$ cat src/rtl/core/sbe_pkg.sv
// shared types, constants and opcodes for the stack bytecode executor
`default_nettype none
package sbe_pkg;
    localparam int STACK_DEPTH_DEF  = 256;
    localparam int BANK_ENTRIES_DEF = 8;
    localparam int NUM_BANKS        = 8;

    typedef enum logic [7:0] {
        OP_HALT  = 8'd0,  OP_PUSH  = 8'd1,  OP_DEL   = 8'd2,  OP_CLR   = 8'd3,
        OP_ADD   = 8'd4,  OP_SUB   = 8'd5,  OP_MUL   = 8'd6,  OP_DIV   = 8'd7,
        OP_EMIT  = 8'd8,  OP_CHAR  = 8'd9,  OP_PEEK  = 8'd10, OP_JMP   = 8'd11,
        OP_JZ    = 8'd12, OP_JNZ   = 8'd13, OP_EQ    = 8'd14, OP_NE    = 8'd15,
        OP_LT    = 8'd16, OP_GT    = 8'd17, OP_LE    = 8'd18, OP_GE    = 8'd19,
        OP_DUP   = 8'd20, OP_SWAP  = 8'd21, OP_OVER  = 8'd22, OP_NOP   = 8'd23,
        OP_STORE = 8'd24, OP_LOAD  = 8'd25
    } opcode_t;

    localparam logic [1:0] ST_RUN  = 2'd0;
    localparam logic [1:0] ST_HALT = 2'd1;
    localparam logic [1:0] ST_DIVZ = 2'd2;
    localparam logic [1:0] ST_UNK  = 2'd3;

    localparam logic [1:0] OK_NONE = 2'd0;
    localparam logic [1:0] OK_DEC  = 2'd1;
    localparam logic [1:0] OK_CHAR = 2'd2;
    localparam logic [1:0] OK_DECN = 2'd3;

    typedef struct packed {
        logic [7:0]  cmd;
        logic [7:0]  immediate;
        logic [2:0]  bank;
        logic [2:0]  slot;
        logic [15:0] instr_addr;
    } instr_t;

    typedef struct packed {
        logic [1:0]         status;
        logic [1:0]         out_kind;
        logic signed [31:0] out_value;
        logic [15:0]        next_addr;
        logic               overflow;
        logic               underflow;
    } result_t;

    // divider handshake
    typedef struct packed {
        logic        start;
        logic [31:0] a;
        logic [31:0] b;
    } div_req_t;

    typedef struct packed {
        logic        done;
        logic [31:0] q;
    } div_rsp_t;
endpackage
`default_nettype wire

$ cat src/rtl/core/sbe_divider.sv
// signed restoring divider, one quotient bit per cycle
`default_nettype none
module sbe_divider (
    input  wire logic            clk,
    input  wire logic            rst_n,
    input  wire sbe_pkg::div_req_t req,
    output sbe_pkg::div_rsp_t    rsp
);
    import sbe_pkg::*;

    logic        busy_reg;
    logic [4:0]  cnt_reg;
    logic [31:0] rem_reg;
    logic [31:0] quo_reg;
    logic [31:0] den_reg;
    logic        neg_reg;
    logic        done_reg;

    logic [32:0] trial;
    logic [31:0] ma, mb;

    always_comb
    begin
        ma    = req.a[31] ? (32'd0 - req.a) : req.a;
        mb    = req.b[31] ? (32'd0 - req.b) : req.b;
        trial = {rem_reg, quo_reg[31]} - {1'b0, den_reg};
    end

    always_ff @(posedge clk or negedge rst_n)
    begin
        if (!rst_n)
        begin
            busy_reg <= 1'b0;
            done_reg <= 1'b0;
            cnt_reg  <= '0;
        end
        else
        begin
            done_reg <= 1'b0;
            if (req.start)
            begin
                busy_reg <= 1'b1;
                cnt_reg  <= '0;
                rem_reg  <= '0;
                quo_reg  <= ma;
                den_reg  <= mb;
                neg_reg  <= req.a[31] ^ req.b[31];
            end
            else if (busy_reg)
            begin
                if (!trial[32])
                begin
                    rem_reg <= trial[31:0];
                    quo_reg <= {quo_reg[30:0], 1'b1};
                end
                else
                begin
                    rem_reg <= {rem_reg[30:0], quo_reg[31]};
                    quo_reg <= {quo_reg[30:0], 1'b0};
                end
                cnt_reg <= cnt_reg + 5'd1;
                if (cnt_reg == 5'd31)
                begin
                    busy_reg <= 1'b0;
                    done_reg <= 1'b1;
                end
            end
        end
    end

    assign rsp.done = done_reg;
    assign rsp.q    = neg_reg ? (32'd0 - quo_reg) : quo_reg;
endmodule
`default_nettype wire

$ cat config.mk
export PLATFORM = sky130hd
export DESIGN_NAME = sbe_divider
export DESIGN_NICKNAME = d
export VERILOG_FILES = /design/src/rtl/core/sbe_pkg.sv /design/src/rtl/core/sbe_divider.sv
export SDC_FILE = /design/constraint.sdc
export NUM_CORES = 1
export LEC_CHECK = 0
export ABC_AREA = 1
export BUFFER_PORTS_ARGS = -buffer_cell sky130_fd_sc_hd__buf_4
export CORE_MARGIN = 1
export CORE_UTILIZATION = 42
export CTS_BUF_LIST = sky130_fd_sc_hd__clkbuf_2
export DETAILED_ROUTE_END_ITERATION = 6
export HOLD_SLACK_MARGIN = 0.02
export PLACE_DENSITY = 0.66
export SETUP_SLACK_MARGIN = 0.1
export SKIP_LAST_GASP = 1
export SLEW_MARGIN = 20
export SYNTH_ARGS = -nofsm -noshare
export SYNTH_HDL_FRONTEND = slang
export SYNTH_SLANG_ARGS = --single-unit
$ cat constraint.sdc
create_clock -name clk -period 5.4 [get_ports clk]
set_clock_uncertainty 0.05 [all_clocks]
set_input_delay 1.08 -clock clk [delete_from_list [all_inputs] [get_ports clk]]
set_output_delay 1.08 -clock clk [all_outputs]
set_load 0.05 [all_outputs]
# Yosys cells after proc, flatten, opt, wreduce, memory -nomap -nowiden
# Cells that the tools add are included.
dict set report totals {
  ff_bits 104
}
dict set report op_classes {
  add_sub_neg 5
  n_eq_ne 1
  mux 16
  bitwise_logic 1
  reduce_logical 3
}
# op n
set op_table {}
lappend op_table {{$mux 32} 6}
lappend op_table {{$sub 1x32->32 const A} 3}
lappend op_table {{$sub 33x32->33} 1}
lappend op_table {{$mux 31} 1}
lappend op_table {{$mux 5} 2}
lappend op_table {{$mux 1} 7}
lappend op_table {{$add 5x1->5 const B} 1}
lappend op_table {{$eq 5x5->1 const B} 1}
lappend op_table {{$reduce_and 2->1} 2}
lappend op_table {{$reduce_bool 2->1} 1}
lappend op_table {{$xor 1x1->1} 1}

# Longest topological paths before layout
# Gate-level depths: netlist of run 1.
dict set report logic_depth {
  word_depth 4
  depth_mapped 18
  ltp_nobuf 17
}

# Worst setup path after synthesis of run 1
# OpenSTA, ideal clock, no wires.
dict set report synth_path {
  kind {input-to-reg}
  from {input req[64] (netlist bit)}
  to {register quo_reg[0] (enable)}
  setup_time_ns 0.421
  arrival_ns 3.097
  t_required_ns 4.929
  setup_slack_ns 1.832
  cell_stages 4
  path_buffers 2
  path_cell_list {clkbuf_1 -> nor2_1 -> clkbuf_1 -> nor2_1}
}
dict set report synth_between {
  elab_chain_len 2
}
# element line_no
set synth_lines {}
lappend synth_lines {{start: declaration} sbe_divider.sv:6} ;# input wire sbe_pkg::div_req_t req,
lappend synth_lines {{$reduce_bool 2->1 (no source line)} -}
lappend synth_lines {{$reduce_and 2->1 (no source line)} -}
lappend synth_lines {{end signal: assignment} sbe_divider.sv:45} ;# quo_reg <= ma;
lappend synth_lines {{end signal: assignment} sbe_divider.sv:54} ;# quo_reg <= {quo_reg[30:0], 1'b1};
lappend synth_lines {{end signal: assignment} sbe_divider.sv:59} ;# quo_reg <= {quo_reg[30:0], 1'b0};
lappend synth_lines {{end: declaration} sbe_divider.sv:14} ;# logic [31:0] quo_reg;
# Every way passes these cells.
# A chain may end at the register's enable or synchronous reset.

==> summary.txt, run 1 <==
Synthesis
  • Seq/Total Area, Yosys: approximately a third
  • Yosys reg bits: between 100 and 150
  • Post-synth net total: ~1600
  • Main flop type after synthesis: edfxtp_1
  • Ys Warns: 0
  • Post-synth EDFFs: a little under 100
  • Post-Syn Area: ~0.0095 sq mm
  • Async set-reset flop share out of synthesis: 6.73%
  • Yosys cell types: 41
  • Post-synth top area cell: edfxtp_1
  • Post-synth top area share: between 30% and 40%
  • Area contributors post-synth: edfxtp_1 31%, nand2_1 20%, inv_1 11%, xor2_1 5.3%, nand3_1 5.0%
  • Syn avg cell area: roughly 6.5 sq um
  • Syn Inst Count: roughly 1500

Run status
  • Failing checks: design-rule violations
  • Outcome: finished with violations

Route
  • DRC: 1
  • Initial DRC count: a little over 600
  • Routed len/inst: 13.9 um
  • Routed Antenna Nets: 0
  • Vias per cell: about 5
  • Routed WL: about 25 mm
  • Via count: slightly below 9000
  • DR pass1 iterations: 7

Critical path
  • Reg2reg path depth: 17
  • CP cell instances: inv_1 -> a21oi_1 -> inv_1 -> o21ai_0 -> nor2_1 -> xor2_1 -> buf_4
  • CP required: 4.27 ns
  • Delay-heaviest family, CP: flip-flops
  • CP Capture Type: primary output
  • CP max-delay cell: edfxtp_1
  • Reg2Reg Setup Slack: ~2.3 ns
  • Origin of the critical flop-to-flop path: quo_reg[31]
  • WP depth: 7
  • Worst setup SP type: flip-flop
  • Max incr delay on CP: 0.95 ns
  • Most common cell on crit path: inv_1
  • WS Path Type: flip-flop to primary output
  • CP arrival: ~3.0 ns
  • Critical path fanouts, max: 23
  • Worst r2r dst: rem_reg[21]
  • Worst Path Buf+Inv: 3

Timing
  • Worst Tran Pin Value: slightly below 0.9 ns
  • Relative slew margins: 41.5%
  • TNS Setup: 0 ns
  • Final hold violation count: 0
  • Max-slew violations: 0
  • Period utilization: 76.4%
  • Fmax achieved: about 240 MHz
  • Min Hold Slack: around 0.38 ns
  • # setup viols final: 0
  • Clock period minus worst slack: just over 4 ns
  • RSZ-0062 raised after global routing: false

Clock tree
  • Root Buffer: clkbuf_2
  • CTS buffer count: 9
  • Clock sinks: 104
  • Clk_lat worst skew: a little under 0.7 ns
  • # H-tree levels: 3
  • CTS clk-pin slew, worst paths: 0.29 ns
  • Buffer count from post-CTS setup fixing: 0
  • # resized after CTS: 0
  • Post-CTS Hold Buffers: 0
  • Clock Path Buffers: 2
  • CTS tree: built

Floorplanning
  • Die area: 0.0232 sq mm
  • Die X: approximately 150 um
  • IO Count: 100
  • Row cnt: between 50 and 60
  • Core area: ~0.022 sq mm
  • Initial Util: between 40% and 50%
  • Die H: between 150 and 200 um

Cells and area
  • Fill count: around 2200
  • Register area: around 0.003 sq mm
  • Multi-input combinational cell area: 0.00517 sq mm
  • Final non-filler cell total: 1820
  • Nets: between 1500 and 2000
  • Layout cells sized above 1: 10.1%
  • Synth-to-Final Area Change: 11.7%

Pwr
  • Power per cell area: 263 mW/mm^2
  • Leak pwr: about 5.5 nW
  • Max VDD drop: 0.000113 V

GRT
  • GR Overflow Total: 0
  • Global-route wire length before repair: 41.3 mm
  • GRT Total Usage: ~22%
  • Largest net degree at the start of global routing: 44
  • Vias in the first global route: 8276
  • Antenna violations before repair: 1

Placement
  • Placed insts: roughly 1800
  • Hpwl dp: 19.7 mm
  • RePlAce Congestion: 0.964
  • PortBufs: slightly below 100

Run
  • Max-Cap Viols: 0

Hold path
  • HP Class: input pin to async pin
## routing by layer
metal  wire (um)  part of all wire, %  GRT usage, %
met2       11300                   45          35.9
met1       12100                   48          30.9
met3        1530                  6.1          3.33
met5           0                    0             0
met4         354                  1.4          5.44
## cells by family after synthesis
kind of cell	Yosys count	share of synthesized area, %
AOI/OAI and AO/OA	114	6.53
xor gates and xnor gates	90	8.31
adders and majority gates	38	5.09
buffers and inverters	318	13.0
DFF	104	32.6
and+or+nand+nor	786	34.5
## cells in the mapped netlist (2+ instances only)
cell	n
and2_1	5
inv_1	279
nand4_1	13
nand2_2	2
dfrtp_1	7
a31oi_1	5
buf_6	4
nand2_4	5
a21oi_1	27
nor3_2	2
or2_2	5
buf_4	3
inv_2	9
nand3_1	95
edfxtp_1	97
ha_1	37
nand2_1	497
xnor2_1	33
nor2_1	121
a22o_1	2
o31ai_1	6
o211ai_1	3
xor2_1	57
o21ai_0	53
nor3_1	26
nor2_2	5
clkbuf_1	23
nor4_1	3
o21ai_1	14
## layout make-up
type                            instances  area share [%]
Inverter                              288            10.2
Tap cell                              280            3.31
Multi-Input combinational cell       1028            48.8
Clock inverter                          7           0.791
Sequential cell                       104            29.1
Timing Repair Buffer                  103            7.30
Antenna cell                            1          0.0236
Clock buffer                            9           0.425
## per-stage QoR
stage	setup WS (ns)	power, mW	cell area, sq um	utilization, %
CTS	1.28	2.79	10600	48.2
finish	1.27	2.79	10600	48.3
detailed placement	2.05	2.37	10500	47.7
global placement	2.12	2.35	10500	47.7
global route	1.02	2.99	10600	48.3
floorplan	1.83	2.03	9480	-
## cell usage in the layout, fill, tap and decap left out, types with 2 or more instances in the layout
master and n:
nand2_1 497, ha_1 37, nor2_2 7, buf_4 103, clkbuf_2 9, nor3_2 2, inv_1 279, o31ai_1 6
a31oi_1 5, o211ai_1 3, inv_6 2, inv_2 9, nand3_1 95, a22o_1 2, nand2_4 5, nand4_1 13
edfxtp_1 97, a21oi_1 27, dfrtp_1 7, nand2_2 2, o21ai_1 14, or2_2 5, nor2_1 118, xor2_1 57
xnor2_1 33, and2_1 5, o21ai_0 53, nor3_1 26, nor4_1 3, inv_8 2
## worst register-to-register path: stages, from the launching register on
cell and delay [ns]:
edfxtp_1 0.45, inv_1 0.11, ha_1 0.24, fa_1 0.39, inv_1 0.08, nand2_1 0.07, nand2_1 0.14, nand3_1 0.09
nand2_1 0.17, nand2_1 0.10, nand2_2 0.13, nand2_4 0.08, nand2_4 0.07, nand2_1 0.08, nand2_4 0.33, nand2_1 0.15
nand3_1 0.12, nand2_1 0.06
## worst max-delay path by stage
stage                     slack (ns)  startpoint         end
after CTS                       1.28     neg_reg     rsp[26]
after detailed placement        2.05     neg_reg     rsp[26]
after global placement          2.12     neg_reg     rsp[26]
after floorplan                 1.83     req[64]  quo_reg[0]
after global routing            1.02     neg_reg     rsp[26]
final                           1.27     neg_reg     rsp[26]
## report_power, final
group	switching, mW	leakage [nW]	total [mW]	internal [mW]
registers	0.0712	1.04	1.06	0.993
clock network	0.304	0.0807	0.422	0.119
logic	0.867	4.42	1.30	0.431
total	1.24	5.55	2.79	1.54
Power figures use the tool's default switching activity.
==> run 2: changes to the inputs <==
PLACE_DENSITY = 0.69   (was 0.66)
clock period = 3.38 ns   (was 5.4 ns; I/O delays follow)
==> run 2 against run 1 <==
Net effect: the flow finishes with violations (negative setup slack); highest routed layer unchanged; via count increased by 2.5%; largest cell class unchanged; critical endpoint is now rsp[28]; register-to-register slack got worse by 1.8 ns; routed wire length increased by 1.6%; critical path type unchanged; final area increased by 3.9%.
==> summary.txt, run 2 (synthesis gave the netlist of run 1 again) <==
Run status
  • Failing checks: negative setup slack
  • Outcome: finished with violations

Route
  • DRC: 0 (-1)
  • Routed WL: 25.8 mm (+1.6%)
  • Initial DRC count: 534 (-12%)
  • Via count: 9166 (+2.5%)
  • Vias per cell: 4.97 (+1.2%)
  • Routed Antenna Nets: 0 (unchanged)
  • Routed len/inst: 14.0 um (+0.35%)
  • DR pass1 iterations: 5 (-2)

Placement
  • PortBufs: 99 (unchanged)
  • Place WS: 0.490 ns (-1.55 ns)
  • RePlAce Congestion: 0.943 (-2.2%)
  • Hpwl dp: 19.9 mm (+1.1%)

Pwr
  • Leak pwr: 5.69 nW (+2.6%)
  • Flop pwr share: 38.2% (about the same)
  • Max VDD drop: 0.000183 V (+62%)
  • Comb power frac: 48.6% (+2.0 points)
  • Power per cell area: 404 mW/mm^2 (+54%)
  • Switch share: 45.1% (+0.51 points)
  • Total Power: 4.45 mW (+60%)
  • Cell Int Power: 2.44 mW (+58%)
  • Net switching power: 2.01 mW (+61%)
  • Clock power frac: 13.2% (-2.0 points)

Cells and area
  • Fin util: 50.2% (+1.9 points)
  • Layout cells sized above 1: 13.6% (+3.5 points)
  • Synth-to-Final Area Change: 16.1%
  • Nets: 1663 (+1.5%)
  • Most common cell after layout, fill and taps aside: nand2_1
  • Most frequent cells in the layout: 489 x nand2_1, 275 x inv_1, 113 x nor2_1, 113 x buf_4, 97 x edfxtp_1

GRT
  • GRT Total Usage: 22.3% (+0.14 points)
  • Vias in the first global route: 8633 (+4.3%)
  • GR Overflow Total: 0 (unchanged)
  • Largest net degree at the start of global routing: 37 (-16%)
  • Antenna violations before repair: 1 (unchanged)
  • Global-route wire length before repair: 41.5 mm (+0.47%)

Floorplanning
  • IO Count: 100 (unchanged)
  • Initial Util: 43.2% (unchanged)
  • Core area: 0.0220 sq mm (unchanged)
  • Die H: 152 um (unchanged)
  • Die X: 152 um (unchanged)
  • Row cnt: 54 (unchanged)
  • Die area: 0.0232 sq mm (unchanged)

Timing
  • # setup viols final: 1 (+1)
  • Min Hold Slack: 0.151 ns (-0.229 ns)
  • Final hold violation count: 0 (unchanged)
  • RSZ-0062 raised after global routing: true
  • Fmax achieved: 295 MHz
  • Clock period minus worst slack: 3.39 ns
  • Max-slew violations: 0 (unchanged)
  • Relative slew margins: 46.7% (+5.2 points)
  • Period utilization: 100%
  • Worst Tran Pin Value: 0.799 ns (-0.0763 ns)
  • Setup ws final: -0.0103 ns (-1.28 ns)

Clock tree
  • CTS buffer count: 9 (unchanged)
  • Clock sinks: 104 (unchanged)
  • # H-tree levels: 3 (unchanged)
  • CTS tree: built
  • Clock Path Buffers: 2 (unchanged)
  • CTS clk-pin slew, worst paths: 0.34 ns (+0.05 ns)
  • Root Buffer: clkbuf_2
  • Clk_lat worst skew: 0.64 ns (-0.04 ns)

Critical path
  • Worst setup SP type: flip-flop
  • CP arrival: 2.66 ns (-0.34 ns)
  • CP required: 2.65 ns (-1.62 ns)
  • CP Capture Type: primary output
  • WS Path Type: flip-flop to primary output
  • Critical path fanouts, max: 3 (-87%)

Run
  • Max-Cap Viols: 0 (unchanged)

Hold path
  • HP Class: input pin to flip-flop
[run 2: timing repair]
item,in CTS,in global routing
resized for setup,22,44
hold buffers,1,0
setup endpoints to repair,16,21
endpoints found under the hold margin,3,0
pin swaps,12,14
buffers inserted,16,6
[run 2: path summary, 6_finish.rpt]
kind / slack, ns / cells after the start / startpoint / end
worst max-delay path: -0.01 / 11 / quo_reg[0] / rsp[28]
worst min-delay path: 0.15 / 1 / req[0] / den_reg[0]
worst max register to register: 0.45 / 16 / den_reg[0] / rem_reg[21]
worst min register to register: 0.51 / 1 / cnt_reg[4] / cnt_reg[4]
max in group asynchronous: 2.25 / 3 / rst_n / cnt_reg[0]
min in group asynchronous: 0.33 / 2 / rst_n / busy_reg
[run 2: per-layer routing]
layer  up-vias  global-route usage (%)  part of all wire [%]
met5         -                       0                     0
met1      4146                    28.8                    45
met3        39                    3.21                   5.8
met2       281                    38.2                    47
li1       4700                       -                     -
met4         0                    7.53                   2.2
[run 2: critical path: stages (launching register included)]
cell and delay [ns]:
edfxtp_1 0.54, inv_2 0.12, ha_4 0.15, nand3_4 0.08, nor2_4 0.11, nand2_2 0.09, nor2_4 0.11, nand4_1 0.16
o21ai_2 0.21, nand2_1 0.08, xor2_1 0.17, buf_4 0.23
[run 2: cell type report]
type                            instances  area (sq um)
Fill cell                            2174         10900
Multi-Input combinational cell       1028          5380
Sequential cell                       104          3090
Inverter                              288          1080
Timing Repair Buffer                  127          1010
Tap cell                              280           350
Clock inverter                          6          57.6
Clock buffer                            9          45.0
Antenna cell                            1          2.50
[run 2: power groups by stage]
stage / Clock [mW] / Combinational (mW) / Sequential (mW)
2_1_floorplan: 0 / 1.56 / 1.68
6_report: 0.588 / 2.16 / 1.70
3_3_place_gp: 0 / 2.03 / 1.72
5_1_grt: 0.647 / 2.41 / 1.72
3_5_place_dp: 0 / 2.07 / 1.72
4_1_cts: 0.606 / 2.11 / 1.69
[run 2: metrics by stage]
| step | setup TNS [ns] | cell area, sq um | cells |
|---|---|---|---|
| CTS | -0.474 | 10800 | 1839 |
| detailed placement | 0 | 10500 | 1807 |
| global placement | 0 | 10500 | 1807 |
| floorplan | 0 | 9480 | 1450 |
| finish | -0.0103 | 11000 | 1843 |
| global route | -1.99 | 11000 | 1843 |
==> run 3: changes to the inputs <==
ABC_CLOCK_PERIOD_IN_PS = 3380   (was default)
CORE_UTILIZATION = 40   (was 42)
PLACE_DENSITY = 0.66   (was 0.69)
==> run 3 against run 2 <==
Net effect: the flow still finishes with violations (negative setup slack); die area increased by 4.9%; routed wire length decreased by 0.25%; sequential share of layout area increased by 0.093 points; clock-buffer cell count increased by 1; power decreased by 0.23%; fmax decreased by 1.2%; global-route usage decreased by 0.70 points; clock power increased by 4.9%; final area decreased by 0.33%; critical path depth increased by 2; first-iteration DRC count increased by 0.94%; critical path type unchanged; highest routed layer unchanged.
==> summary.txt, run 3 (synthesis gave the netlist of run 1 again) <==
Run status
  • Outcome: finished with violations
  • Failing checks: negative setup slack

Critical path
  • WP depth: 13 (+2)
  • Reg2Reg Setup Slack: 0.46 ns (about the same)
  • Critical path fanouts, max: 2 (-1)
  • Max incr delay on CP: 0.47 ns (-0.07 ns)
  • CP endpoint: rsp[11]
  • Worst setup SP type: flip-flop
  • WS Path Type: flip-flop to primary output
  • Setup crit start: quo_reg[0]
  • CP max-delay cell: edfxtp_1
  • Worst Path Buf+Inv: 8 (+6)
  • CP required: 2.65 ns (about the same)
  • CP arrival: 2.70 ns (+0.04 ns)
  • Most common cell on crit path: buf_4
  • Origin of the critical flop-to-flop path: quo_reg[31]
  • CP Capture Type: primary output
  • Reg2reg path depth: 17 (+1)
  • CP cell instances: buf_4 -> nor3_4 -> nand3_2 -> nor2_4 -> buf_4 -> buf_4 -> buf_4 -> buf_4 -> buf_4 -> buf_4 -> nor2_1 -> xor2_1 -> buf_4
  • Worst r2r dst: rem_reg[18]
  • Delay-heaviest family, CP: buffers and inverters

Clock tree
  • Root Buffer: clkbuf_2
  • CTS clk-pin slew, worst paths: 0.33 ns (about the same)
  • Clock sinks: 104 (unchanged)
  • # H-tree levels: 3 (unchanged)
  • Clock Path Buffers: 2 (unchanged)
  • CTS buffer count: 9 (unchanged)
  • Clk_lat worst skew: 0.68 ns (+0.04 ns)
  • CTS tree: built

Floorplanning
  • Die X: 156 um (+2.4%)
  • Die H: 156 um (+2.4%)
  • Row cnt: 55 (+1.9%)
  • Die area: 0.0243 sq mm (+4.9%)
  • Initial Util: 41.4% (-1.8 points)
  • Core area: 0.0229 sq mm (+4.4%)
  • IO Count: 100 (unchanged)

Route
  • Met3 WL: 1.41 mm (-5.3%)
  • Highest routed metal layer: met4
  • DRC: 0 (unchanged)
  • Vias per cell: 4.83 (-2.9%)
  • DR WL met2: 12.0 mm (-1.1%)
  • M1 WL: 11.5 mm (-0.80%)
  • Routed Antenna Nets: 0 (unchanged)
  • Routed WL: 25.7 mm (-0.25%)
  • Via count: 9063 (-1.1%)
  • Routed len/inst: 13.7 um (-2.0%)
  • DR pass1 iterations: 7 (+2)
  • Initial DRC count: 539 (+0.94%)

Timing
  • Setup ws final: -0.0503 ns (-0.0399 ns)
  • # setup viols final: 6 (+5)
  • Worst Tran Pin Value: 1.01 ns (+0.213 ns)
  • Clock period minus worst slack: 3.43 ns (+0.0399 ns)
  • RSZ-0062 raised after global routing: true
  • Max-slew violations: 0 (unchanged)
  • Fmax achieved: 292 MHz (-1.2%)
  • Period utilization: 101% (+1.2 points)
  • Final hold violation count: 0 (unchanged)
  • Relative slew margins: 32.5% (-14 points)
  • TNS Setup: -0.133 ns (-0.123 ns)

Cells and area
  • Register area: 0.00309 sq mm (unchanged)
  • Multi-input combinational cell area: 0.00532 sq mm (-1.0%)
  • Fin util: 47.9% (-2.3 points)
  • Most common cell after layout, fill and taps aside: nand2_1
  • Nets: 1662 (-0.060%)
  • Most frequent cells in the layout: 491 x nand2_1, 276 x inv_1, 118 x buf_4
  • Layout cells sized above 1: 13.1% (-0.51 points)
  • Synth-to-Final Area Change: 15.8%
  • Fill count: 2373 (+9.2%)

Pwr
  • Power per cell area: 404 mW/mm^2 (+0.10%)
  • Max VDD drop: 0.000207 V (+13%)
  • Leak pwr: 5.68 nW (-0.18%)
  • Total Power: 4.44 mW (-0.23%)

Placement
  • Place WS: 0.491 ns (+0.000361 ns)
  • PortBufs: 99 (unchanged)
  • RePlAce Congestion: 0.934 (-0.95%)
  • Hpwl dp: 20.1 mm (+1.1%)

GRT
  • Largest net degree at the start of global routing: 37 (unchanged)
  • Vias in the first global route: 8654 (+0.24%)
  • Antenna violations before repair: 1 (unchanged)
  • Global-route wire length before repair: 41.6 mm (about the same)
  • GRT Total Usage: 21.6% (-0.70 points)
  • GR Overflow Total: 0 (unchanged)

Hold path
  • Hold Crit Start: req[0]
  • HP Class: input pin to flip-flop

Run
  • Max-Cap Viols: 0 (unchanged)
run 3: per-stage QoR:
step | hold WS (ns) | cell area, sq um | std cells
final | 0.130 | 11000 | 1876
after detailed placement | 0.455 | 10500 | 1841
after CTS | 0.0973 | 10900 | 1873
after floorplan | 0.330 | 9480 | 1450
after global routing | 0.0834 | 11000 | 1876
after global placement | 0.455 | 10500 | 1841
run 3: final cells by class:
| cell class | instances | area share, % |
|---|---|---|
| multi-input cells | 1028 | 48.5 |
| flip-flops and latches | 104 | 28.1 |
| inverters | 288 | 9.87 |
| repair buffers | 126 | 8.88 |
| well taps | 313 | 3.57 |
| clock inverters | 6 | 0.570 |
| clock buffers | 10 | 0.456 |
| diodes | 1 | 0.0228 |
run 3: worst min path at each step:
stage / depth (start not counted) / to
2_1_floorplan: 0 / busy_reg
3_3_place_gp: 1 / cnt_reg[4]
3_5_place_dp: 1 / cnt_reg[4]
4_1_cts: 1 / den_reg[0]
5_1_grt: 1 / den_reg[0]
6_report: 1 / den_reg[0]
run 3: where the power goes:
part / internal (mW) / total, mW / switching (mW)
registers: 1.59 / 1.69 / 0.103
clock network: 0.123 / 0.617 / 0.495
logic: 0.721 / 2.13 / 1.41
run 3: layer usage:
metal / up-vias / track usage (%)
met5: - / 0
met4: 0 / 8.92
met3: 41 / 3.19
met2: 232 / 37.2
met1: 4076 / 26.9
li1: 4714 / -
run 3: timing repair:
| item | in CTS | in global routing |
|---|---|---|
| buffers inserted | 15 | 2 |
| hold buffers | 1 | 0 |
| pin swaps | 17 | 14 |
| setup endpoints to repair | 17 | 20 |
| resized for setup | 26 | 22 |
| endpoints found under the hold margin | 7 | 0 |
